===== src/rtl/assert_macros.svh =====
// Assertion helpers, clocked on i_clk and disabled during reset
`ifndef ASSERT_MACROS_SVH
`define ASSERT_MACROS_SVH

// same-cycle implication
`define ASSERT_SAME(label, ante, cons) \
    label: assert property (@(posedge i_clk) disable iff (!i_rst_n) (ante) |-> (cons)) \
        else $error("assertion failed");

// next-cycle implication
`define ASSERT_NEXT(label, ante, cons) \
    label: assert property (@(posedge i_clk) disable iff (!i_rst_n) (ante) |=> (cons)) \
        else $error("assertion failed");

`endif


===== src/rtl/spv_pkg.sv =====
// ----------------------------------------------------------------------------
// spv_pkg
// Shared constants, types and the J0 series function for the phase-velocity unit.
// ----------------------------------------------------------------------------
`default_nettype none

package spv_pkg;

    localparam int BISECT_STEPS_DEF   = 20;
    localparam int J0_TABLE_DEPTH_DEF = 1024;
    localparam int ARG_FRAC_BITS_DEF  = 20;

    localparam logic [63:0] KRMAX_Q30  = 64'd4114262958;
    localparam logic [32:0] TWO_PI_Q30 = 33'd6746518852;
    localparam logic [63:0] XMIN_Q30   = 64'd1073742;
    localparam logic [63:0] ONE_Q30    = 64'd1073741824;
    localparam logic [23:0] VEL_MAX    = 24'hFFFFFF;
    localparam logic [13:0] MM_SCALE   = 14'd16000;

    localparam int DIV_STEPS = 24;
    localparam int PIPE_LAT  = 8;

    localparam int PADDR_W = 3;
    localparam logic [PADDR_W-1:0] ADDR_RADIUS = 3'd0;
    localparam logic [23:0] RADIUS_RST = 24'd1000;

    typedef enum logic [1:0] {
        KIND_IN_RANGE = 2'd0,
        KIND_AT_ONE   = 2'd1,
        KIND_AT_MIN   = 2'd2
    } t_kind;

    typedef enum logic [2:0] {
        S_IDLE,
        S_BIS,
        S_VX,
        S_VM0,
        S_VM1,
        S_VCMP,
        S_DIV,
        S_DONE
    } t_state;

    typedef struct packed {
        logic load;
        logic bis_upd;
        logic fin_x;
        logic mul0;
        logic mul1;
        logic div_init;
        logic div_step;
        logic out_load;
    } t_dp_cmd;

    typedef struct packed {
        logic out_free;
        logic out_valid;
    } t_dp_sts;

    // J0 by power series in Q1.30, x in Q30
    function automatic logic signed [31:0] f_series_j0(input logic [63:0] x);
        logic [63:0]        q;
        logic [63:0]        t;
        logic signed [63:0] s;
        q = (x * x) >> 32;
        t = ONE_Q30;
        s = signed'(ONE_Q30);
        for (int k = 1; k <= 64; k++) begin
            if (t != 64'd0) begin
                t = ((t * q) >> 30) / 64'(k * k);
                if ((k & 1) == 1)
                    s = s - signed'(t);
                else
                    s = s + signed'(t);
            end
        end
        return s[31:0];
    endfunction

endpackage

`default_nettype wire


===== src/rtl/spv_ctrl.sv =====
// ----------------------------------------------------------------------------
// spv_ctrl
// Sequencer: bisection steps, velocity product, division and result hand-off.
// ----------------------------------------------------------------------------
`default_nettype none

module spv_ctrl #(
    parameter int BISECT_STEPS = spv_pkg::BISECT_STEPS_DEF
) (
    input  wire logic             i_clk,
    input  wire logic             i_rst_n,
    input  wire logic             i_in_valid,
    output logic                  o_in_ready,
    input  wire spv_pkg::t_dp_sts i_sts,
    output spv_pkg::t_dp_cmd      o_cmd
);

    localparam int CW = $clog2(spv_pkg::DIV_STEPS + 1);
    localparam int SW = $clog2(BISECT_STEPS + 1);

    spv_pkg::t_state r_state, n_state;
    logic [CW-1:0]   r_cnt;
    logic [SW-1:0]   r_step;
    logic            w_wait_done;
    logic            w_last_step;

    assign w_wait_done = (r_cnt == CW'(spv_pkg::PIPE_LAT));
    assign w_last_step = (r_step == SW'(BISECT_STEPS - 1));

    always_comb begin
        n_state = r_state;
        unique case (r_state)
            spv_pkg::S_IDLE: if (i_in_valid) n_state = spv_pkg::S_BIS;
            spv_pkg::S_BIS:  if (w_wait_done && w_last_step) n_state = spv_pkg::S_VX;
            spv_pkg::S_VX:   n_state = spv_pkg::S_VM0;
            spv_pkg::S_VM0:  n_state = spv_pkg::S_VM1;
            spv_pkg::S_VM1:  n_state = spv_pkg::S_VCMP;
            spv_pkg::S_VCMP: n_state = spv_pkg::S_DIV;
            spv_pkg::S_DIV: begin
                if (r_cnt == CW'(spv_pkg::DIV_STEPS - 1)) n_state = spv_pkg::S_DONE;
            end
            spv_pkg::S_DONE: if (i_sts.out_free) n_state = spv_pkg::S_IDLE;
            default:         n_state = spv_pkg::S_IDLE;
        endcase
    end

    always_comb begin
        o_cmd      = '0;
        o_in_ready = 1'b0;
        unique case (r_state)
            spv_pkg::S_IDLE: begin
                o_in_ready = 1'b1;
                o_cmd.load = i_in_valid;
            end
            spv_pkg::S_BIS:  o_cmd.bis_upd  = w_wait_done;
            spv_pkg::S_VX:   o_cmd.fin_x    = 1'b1;
            spv_pkg::S_VM0:  o_cmd.mul0     = 1'b1;
            spv_pkg::S_VM1:  o_cmd.mul1     = 1'b1;
            spv_pkg::S_VCMP: o_cmd.div_init = 1'b1;
            spv_pkg::S_DIV:  o_cmd.div_step = 1'b1;
            spv_pkg::S_DONE: o_cmd.out_load = i_sts.out_free;
            default: ;
        endcase
    end

    always_ff @(posedge i_clk) begin
        if (!i_rst_n) begin
            r_state <= spv_pkg::S_IDLE;
            r_cnt   <= '0;
            r_step  <= '0;
        end else begin
            r_state <= n_state;
            if (r_state != n_state)
                r_cnt <= '0;
            else if (r_state == spv_pkg::S_BIS)
                r_cnt <= w_wait_done ? '0 : r_cnt + 1'b1;
            else
                r_cnt <= r_cnt + 1'b1;
            if (r_state == spv_pkg::S_IDLE)
                r_step <= '0;
            else if (r_state == spv_pkg::S_BIS && w_wait_done)
                r_step <= r_step + 1'b1;
        end
    end

endmodule

`default_nettype wire


===== config.mk =====
export PLATFORM = sky130hd
export DESIGN_NAME = spv_ctrl
export DESIGN_NICKNAME = d
export VERILOG_FILES = /design/src/rtl/assert_macros.svh /design/src/rtl/spv_pkg.sv /design/src/rtl/spv_ctrl.sv
export SDC_FILE = /design/constraint.sdc
export NUM_CORES = 1
export LEC_CHECK = 0
export BUFFER_PORTS_ARGS = -buffer_cell sky130_fd_sc_hd__buf_2
export CAP_MARGIN = 25
export CORE_MARGIN = 2
export CORE_UTILIZATION = 53
export CTS_CLUSTER_DIAMETER = 40
export CTS_CLUSTER_SIZE = 40
export DETAILED_ROUTE_END_ITERATION = 6
export GPL_ROUTABILITY_DRIVEN = 0
export PLACE_DENSITY = 0.85
export RECOVER_POWER = 100
export SLEW_MARGIN = 0
export SYNTH_ARGS = -nofsm -noshare
export SYNTH_HDL_FRONTEND = slang
export SYNTH_SLANG_ARGS = --single-unit

===== constraint.sdc =====
create_clock -name i_clk -period 1.7 [get_ports i_clk]
set_clock_uncertainty 0.1 [all_clocks]
set_input_delay 0.51 -clock i_clk [delete_from_list [all_inputs] [get_ports i_clk]]
set_output_delay 0.51 -clock i_clk [all_outputs]
set_load 0.01 [all_outputs]

==> results of run 1 <==
per-layer routing:
layer,up-vias,global-route usage,wire [um],share of wire
met4,0,0.0875,74,0.035
met5,-,0,0,0
met3,14,0.0603,103,0.049
li1,366,-,-,-
met2,35,0.391,1020,0.48
met1,381,0.228,910,0.43
repair_timing:
action | in CTS | in global routing
endpoints found under the hold margin | 0 | 0
setup buffers | 8 | 2
endpoints found under the setup margin | 9 | 9
resized for setup | 23 | 7
pin swaps | 4 | 6
worst max-delay path: stages (launching register included):
cell and delay [ns]:
dfxtp_2 0.33, inv_2 0.07, ha_4 0.12, and4bb_4 0.24, nand2_2 0.06, inv_2 0.06, buf_6 0.09
path summary, 6_finish.rpt:
check	start	endpoint	slack (ns)	cells past startpoint
max	r_cnt[1]$_SDFF_PP0_	o_cmd[6]	-0.16	6
min	r_step[1]$_SDFFE_PP0P_	r_step[1]$_SDFFE_PP0P_	0.44	2
max reg2reg	r_state[1]$_SDFF_PN0_	r_cnt[3]$_SDFF_PP0_	0.03	6
min reg2reg	r_step[1]$_SDFFE_PP0P_	r_step[1]$_SDFFE_PP0P_	0.44	2
where the power goes:
group / switching (uW) / internal, uW / total [uW]
clock: 110 / 87.1 / 197
sequential: 46.9 / 345 / 392
combinational: 219 / 217 / 436
total: 376 / 648 / 1020
metrics by stage:
| step | TNS (ns) | power [uW] | utilization |
|---|---|---|---|
| 2_1_floorplan | 0 | 572 | - |
| 5_1_grt | -0.912 | 1080 | 0.811 |
| 3_3_place_gp | 0 | 644 | 0.661 |
| 6_report | -0.420 | 1020 | 0.811 |
| 4_1_cts | -0.189 | 962 | 0.775 |
| 3_5_place_dp | 0 | 657 | 0.661 |
synth_stat cells, drive strengths merged:
cell type | instances | share of area
dfxtp | 13 | 0.33
nor2 | 10 | 0.048
nor3 | 7 | 0.045
xor2 | 6 | 0.067
and2 | 4 | 0.032
buf | 4 | 0.041
inv | 4 | 0.019
nand2 | 4 | 0.019
nand4 | 4 | 0.051
nor3b | 4 | 0.045
ha | 3 | 0.048
nand3 | 3 | 0.019
a21boi | 2 | 0.019
a21oi | 2 | 0.013
nand2b | 2 | 0.016
nand3b | 2 | 0.019
a211o | 1 | 0.011
a221oi | 1 | 0.011
a311oi | 1 | 0.011
a31oi | 1 | 0.027
and3 | 1 | 0.0080
and3b | 1 | 0.011
and4bb | 1 | 0.021
mux2i | 1 | 0.013
nand4b | 1 | 0.011
nor2b | 1 | 0.0080
o2111ai | 1 | 0.019
o21ai | 1 | 0.0064
xnor2 | 1 | 0.011
layout make-up:
| cell class | instances | area, um^2 | share of cell area |
|---|---|---|---|
| Timing Repair Buffer | 30 | 209 | 0.191 |
| Inverter | 4 | 15.0 | 0.0137 |
| Multi-Input combinational cell | 66 | 551 | 0.503 |
| Clock inverter | 1 | 5.00 | 0.00457 |
| Sequential cell | 13 | 274 | 0.250 |
| Clock buffer | 3 | 22.5 | 0.0206 |
| Tap cell | 15 | 18.8 | 0.0171 |
cells in the final DEF, fill, tap and decap left out, types with 2 or more instances in the layout:
cell      synthesis  routed
a21oi_1           2       2
and2_1            4       4
buf_2             2      11
buf_4             0      16
buf_6             2       3
clkbuf_4          0       3
dfxtp_1          13       8
dfxtp_2           0       2
dfxtp_4           0       3
ha_4              0       2
inv_2             0       3
nand2_1           4       2
nand2_2           0       2
nand2b_1          2       2
nand3_1           3       3
nand3b_1          2       2
nand4_1           3       3
nor2_1           10       8
nor3_1            7       4
nor3_2            0       2
nor3b_1           3       2
xor2_1            6       6
cells by family (layout without fill, tap and decap cells):
group	count (synthesis)	in the layout	synth area share
simple gates	45	45	0.352
compound gates	10	10	0.118
fa+ha+maj	3	3	0.0478
mux	1	1	0.0127
xor+xnor	7	7	0.0780
buf+inv	8	38	0.0605
flops	13	13	0.331
registers in the layout, summed over array words and instances, names as in the netlist:
name,flops
r_state,3
r_cnt,5
r_step,5
==> metrics.txt, run 1 <==
TritonRoute pass-1 iters 4; CTS tree built; Hold Vio Cnt, Final 0; Via density approximately 6.0; Max-cap violations 0; first-pass GRT wire length between 2000 and 3000 um; die extent in x between 40 and 50 um; Via Count roughly 800; FMAX 0.538 GHz; Overall Global Routing Usage 0.214; RSZ-0062 raised after global routing true; core box area roughly 1400 um^2; H-tree depth 1; CTS Buf Count 3; syn_area_per_cell between 9 and 10 um^2; max-slew violations 0; die extent in y 42.5 um; final setup margin -0.157 ns; worst-margin pin slew around 0.34 ns; Worst slew margin 0.772; yosys warns 0; number of global-route vias before repair about 730; critical-path maximum fanout 2; ANT cells 0; DRT antenna net count 0; I/O Buffers 12; Post-Syn Instances just under 90; net count after synthesis 95; DPL Wire Length between 1000 and 1500 um; cts-stage hold buffer count 0; status complete, but fails checks; failing checks negative setup slack; Total Wirelength about 2100 um; Final Setup Violations 8; Overflow after GRT 0; Synth-to-Final Area Change 39.3%; Peak VDD IR between 0.6 and 0.7 mV; Leak about 0.00047 uW; wire per inst between 15 and 20 um; Cell Rows 13; fin area between 1000 and 1500 um^2; worst min path class reg -> reg; worst slack, placed 0.0466 ns; Starting Density 0.582; arrival time at the worst endpoint roughly 1.3 ns; sequential area share after synthesis 0.331; clock buffer depth 2; Startpoint Class register; initial antenna violation count 0; number of top-level pins 14; non-filler cells, final 132; power density over the cells a little over 900 nW/um^2; placed instance area between 800 and 900 um^2; Setup CP Type reg -> out; Die ar. 1810 um^2; # fillers between 70 and 80; WP data required 1.09 ns; worst hold slack around 0.44 ns; Reg clk slew, reported paths 0.09 ns; Mapped Area about 800 um^2; Clock Tree Root clkbuf_4; initial DRC count 22; CP endpoint kind output port; CTS sink cnt 13; layout cells sized above 1 0.487; Final min period 1.86 ns; post-synthesis register bit count 13; Synth cell types 33; crit share post-route 1.09; fin nets approximately 130; Clock Latency Late Sink 0.27 ns; cell total after placement 118; DRC viols 0; largest net degree at the start of global routing 9
Power figures use the tool's default switching activity.
==> run 2, diff against run 1 <==
CORE_MARGIN = 4   (was 2)
==> run 2 against run 1 <==
The flow still finishes with violations (negative setup slack). First-iteration DRC count shrank 45%. Non-clock buffer count down 4. Hold slack worse by 0.011 ns. Count of clock-buffer cells in the layout is 1 higher. Power shrank 1.1%. Largest cell class unchanged. Largest power group unchanged.
==> metrics.txt, run 2 (synthesized netlist as in run 1, its figures left out) <==
core box area 1350 um^2 (unchanged); Overall Global Routing Usage 0.182 (-0.0328); number of top-level pins 14 (unchanged); commonest non-fill, non-tap cells in the layout 11 x buf_2, 9 x buf_4, 8 x nor2_1, 8 x dfxtp_1; clock buffer depth 2 (unchanged); initial DRC count 12 (-45%); critical-path maximum fanout 2 (unchanged); CTS Buf Count 3 (unchanged); Via density 5.70 (-5.4%); Via Count 730 (-8.3%); DRT antenna net count 0 (unchanged); r2r endpoint r_cnt[4]$_SDFF_PP0_; Max-cap violations 0 (unchanged); Synth-to-Final Area Change 34.4%; cell total after placement 119 (+0.85%); Startpoint Class register; WP data required 1.09 ns (about the same); DPL Wire Length 1220 um (+2.0%); CP endpoint kind output port; post-layout power 1010 uW (-1.1%); Clock Latency Late Sink 0.27 ns (about the same); Hold Vio Cnt, Final 0 (unchanged); Starting Density 0.582 (unchanged); final setup margin -0.159 ns (-0.00191 ns); CTS sink cnt 13 (unchanged); non-filler cells, final 128 (-3.0%); FF-to-FF Start r_cnt[1]$_SDFF_PP0_; Leak 0.000453 uW (-3.0%); FMAX 0.538 GHz (-0.10%); initial antenna violation count 0 (unchanged); RSZ-0062 raised after global routing true; first-pass GRT wire length 2740 um (-7.9%); Die ar. 2160 um^2 (+20%); failing checks negative setup slack; flop2flop setup slack 0.06 ns (+0.03 ns); wire per inst 14.9 um (-7.1%); arrival time at the worst endpoint 1.25 ns (about the same); DRC viols 0 (unchanged); cts-stage hold buffer count 0 (unchanged); worst hold slack 0.428 ns (-0.0112 ns); Final Setup Violations 7 (-1); power density over the cells 959 nW/um^2 (+2.5%); layout cells sized above 1 0.451 (-0.0359); WHS Endpoint r_step[1]$_SDFFE_PP0P_; fin nets 122 (-3.2%); TNS Setup -0.307 ns (+0.113 ns); Total Wirelength 1900 um (-9.9%); largest net degree at the start of global routing 10 (+1); Overflow after GRT 0 (unchanged); die extent in x 46.5 um (+9.4%); Peak VDD IR 0.697 mV (+7.2%); Cell Rows 13 (unchanged); ANT cells 0 (unchanged); Clock Tree Root clkbuf_4; worst min path class reg -> reg; H-tree depth 1 (unchanged); crit share post-route 1.09 (+0.00112); TritonRoute pass-1 iters 4 (unchanged); Hold Path Depth 2 (unchanged); most common cell after layout, fill and taps aside buf_2; max-slew violations 0 (unchanged); Setup CP Type reg -> out; number of global-route vias before repair 654 (-10%); # fillers 82 (+3.8%); worst-margin pin slew 0.340 ns (-0.000113 ns); Reg clk slew, reported paths 0.08 ns (about the same); Hold Startpoint r_step[1]$_SDFFE_PP0P_; worst-case reg-to-reg path depth 7 (+1); I/O Buffers 12 (unchanged); Worst slew margin 0.772 (about the same); CTS tree built; die extent in y 46.5 um (+9.4%); status complete, but fails checks; final core occ 0.782 (-0.0287); Top Registers r_cnt (5), r_step (5), r_state (3); Final min period 1.86 ns (+0.00191 ns)
-- run 2: cell count changes in the layout (fill, tap and decap cells not counted), sizes merged --
cell,change
buf,-4
clkbuf,+1
clkinv,-1
-- run 2: how the worst max path moves through the flow --
stage | startpoint | end | slack (ns) | cells after the start
floorplan | r_state[1]$_SDFF_PN0_ | o_cmd[7] | 0.06 | 3
global placement | r_cnt[1]$_SDFF_PP0_ | o_cmd[6] | 0.12 | 6
detailed placement | r_cnt[1]$_SDFF_PP0_ | o_cmd[6] | 0.1 | 6
CTS | r_cnt[1]$_SDFF_PP0_ | o_cmd[6] | -0.14 | 6
global route | r_cnt[1]$_SDFF_PP0_ | o_cmd[6] | -0.21 | 6
finish | r_cnt[1]$_SDFF_PP0_ | o_cmd[6] | -0.16 | 6
-- run 2: timing repair --
item                                    CTS  global route
endpoints found under the setup margin    9            10
hold endpoints to repair                  0             0
pin swaps                                 3             7
setup buffers                             3             1
resized for setup                        16            14
gates cloned                              0             1
-- run 2: critical path: stages (launching register included) --
cell,delay (ns)
dfxtp_2,0.33
inv_2,0.07
ha_4,0.12
and4bb_4,0.24
nand2_2,0.05
inv_1,0.05
buf_2,0.12
-- run 2: metrics by stage --
stage          cell area (um^2)  setup WS [ns]
6_report                   1060         -0.159
5_1_grt                    1060         -0.214
4_1_cts                     991         -0.145
2_1_floorplan               786         0.0581
3_5_place_dp                900         0.0953
3_3_place_gp                900          0.119
-- run 2: layout make-up --
type	instances	area, um^2	area share
timing repair buffer	26	190	0.180
multi-input combinational	66	532	0.504
inverter	4	15.0	0.0142
clock buffer	4	26.3	0.0249
tap	15	18.8	0.0178
sequential	13	274	0.259
-- run 2: report_power, final --
group	internal (uW)	leakage, uW	switching [uW]
combinational	225	0.000329	209
clock	90.9	0.0000150	99.1
sequential	345	0.000108	44.2
-- run 2: layer usage --
layer / track usage / wire, um
met2: 0.310 / 1020
met4: 0.102 / 29
met5: 0 / 0
met3: 0.0547 / 90
met1: 0.195 / 767
==> run 3, diff against run 2 <==
CORE_MARGIN = default   (was 4)
==> run 3 against run 2 <==
Sequential cell count did not move. Count of clock-buffer cells in the layout did not move. First-iteration DRC count rose to 2.6 times the previous value. Non-clock buffer count rose by 1. Final area rose by 4.6%. Routed wire length rose by 3.3%. The run still ends with negative setup slack left. Worst setup slack got worse by 0.021 ns. Global-route usage rose by 6.9 points.
==> metrics.txt, run 3 (synthesized netlist as in run 1, its figures left out) <==
status complete, but fails checks; failing checks negative setup slack; Overflow after GRT 0 (unchanged); commonest non-fill, non-tap cells in the layout 11 x buf_4, 10 x buf_2, 8 x nor2_1, 8 x dfxtp_1; initial antenna violation count 0 (unchanged); DRC viols 0 (unchanged); TNS Setup -0.252 ns (+0.0553 ns); Hold Vio Cnt, Final 0 (unchanged); Crit path largest cell delay 0.34 ns (about the same); Final min period 1.88 ns (+0.0212 ns); layout cells sized above 1 0.491 (+0.0399); CTS sink cnt 13 (unchanged); clock buffer depth 2 (unchanged); Clock Latency Late Sink 0.28 ns (about the same); cts-stage hold buffer count 0 (unchanged); ANT cells 0 (unchanged); Total Wirelength 1970 um (+3.3%); max-slew violations 0 (unchanged); fin nets 123 (+0.82%); worst slack, placed 0.0974 ns (+0.00216 ns); Peak VDD IR 0.609 mV (-13%); family with the most delay on the worst path flip-flops; core box area 1330 um^2 (-1.2%); DRT antenna net count 0 (unchanged); CTS Buf Count 3 (unchanged); number of top-level pins 14 (unchanged); crit-path cells inv_2 > ha_4 > and4bb_4 > nand2_4 > inv_2 > buf_6; I/O Buffers 12 (unchanged); RSZ-0062 raised after global routing true; Die ar. 1640 um^2 (-24%); worst min path class in -> reg; Overall Global Routing Usage 0.251 (+0.0693); Synth-to-Final Area Change 40.6%; Via density 5.72 (+0.31%); Worst slew margin 0.792 (+0.0200); Setup CP Type reg -> out; CTS tree built; Top Registers r_cnt (5), r_step (5), r_state (3); Slowest-stage cell, CP dfxtp_2; first-pass GRT wire length 2700 um (-1.3%); CP most frequent cell inv_2; Leak 0.000475 uW (+5.0%); flop2flop setup slack 0.09 ns (+0.03 ns); critical-path maximum fanout 2 (unchanged); Clock Tree Root clkbuf_4; final setup margin -0.180 ns (-0.0212 ns); wire per inst 15.2 um (+2.5%); number of global-route vias before repair 646 (-1.2%); Buf+Inv Stages, Crit Path 3 (unchanged); power density over the cells 912 nW/um^2 (-4.9%); final core occ 0.828 (+0.0461); die extent in y 40.5 um (-13%); Via Count 738 (+1.1%); WP data required 1.09 ns (about the same); DPL Wire Length 1140 um (-6.9%); Reg clk slew, reported paths 0.08 ns (about the same); most common cell after layout, fill and taps aside buf_4; worst-margin pin slew 0.311 ns (-0.0290 ns); initial DRC count 31 (+19); Cell Rows 13 (unchanged); Max-cap violations 0 (unchanged); post-layout power 1010 uW (-0.55%); die extent in x 40.5 um (-13%); H-tree depth 1 (unchanged); crit share post-route 1.11 (+0.0125); FMAX 0.532 GHz (-1.1%); TritonRoute pass-1 iters 4 (unchanged); Starting Density 0.589 (+0.00710); CP endpoint kind output port; Startpoint Class register; arrival time at the worst endpoint 1.27 ns (+0.02 ns); largest net degree at the start of global routing 8 (-2); Final Setup Violations 3 (-4)
-- run 3: worst reg2reg max path, stage by stage (launching register included) --
cell      delay [ns]
dfxtp_2         0.34
inv_2           0.06
ha_4            0.12
and4bb_4        0.26
buf_4           0.15
nand4_4         0.13
a31oi_4         0.23
nor3b_1         0.09
-- run 3: worst paths after layout --
kind	start	end	cells after the start
setup reg to reg	r_cnt[1]$_SDFF_PP0_	r_cnt[1]$_SDFF_PP0_	7
hold / removal	i_rst_n	r_state[0]$_SDFF_PN0_	2
hold reg to reg	r_step[3]$_SDFFE_PP0P_	r_step[3]$_SDFFE_PP0P_	2
setup / recovery	r_cnt[1]$_SDFF_PP0_	o_cmd[6]	6
-- run 3: final cells by class --
class / instances / area, um^2
multi-input cells: 66 / 568
flip-flops and latches: 13 / 274
fillers: 74 / 229
repair buffers: 27 / 200
clock buffers: 4 / 26.3
well taps: 15 / 18.8
inverters: 4 / 17.5
-- run 3: timing repair --
action | 4_1_cts | 5_1_grt
setup endpoints to repair | 9 | 12
hold endpoints to repair | 0 | 0
gates resized for setup | 19 | 20
pin swaps | 4 | 6
setup buffers | 6 | 2
-- run 3: power by group --
part | switching (uW) | internal, uW | total, uW
Clock | 104 | 90.9 | 195
Combinational | 218 | 201 | 419
Sequential | 48.3 | 345 | 393
-- run 3: stage by stage --
stage               hold slack, ns  instance area (um^2)  std cells
global route                 0.443                  1100        129
global placement             0.403                   892        118
floorplan                    0.352                   786         87
finish                       0.450                  1100        129
detailed placement           0.432                   892        118
CTS                          0.442                  1010        128
-- run 3: routing by layer --
metal,vias to the layer above,track usage,routed length [um]
met3,2,0.0500,54
met4,0,0.125,11
met2,16,0.425,962
met5,-,0,0
met1,354,0.296,937
li1,366,-,-
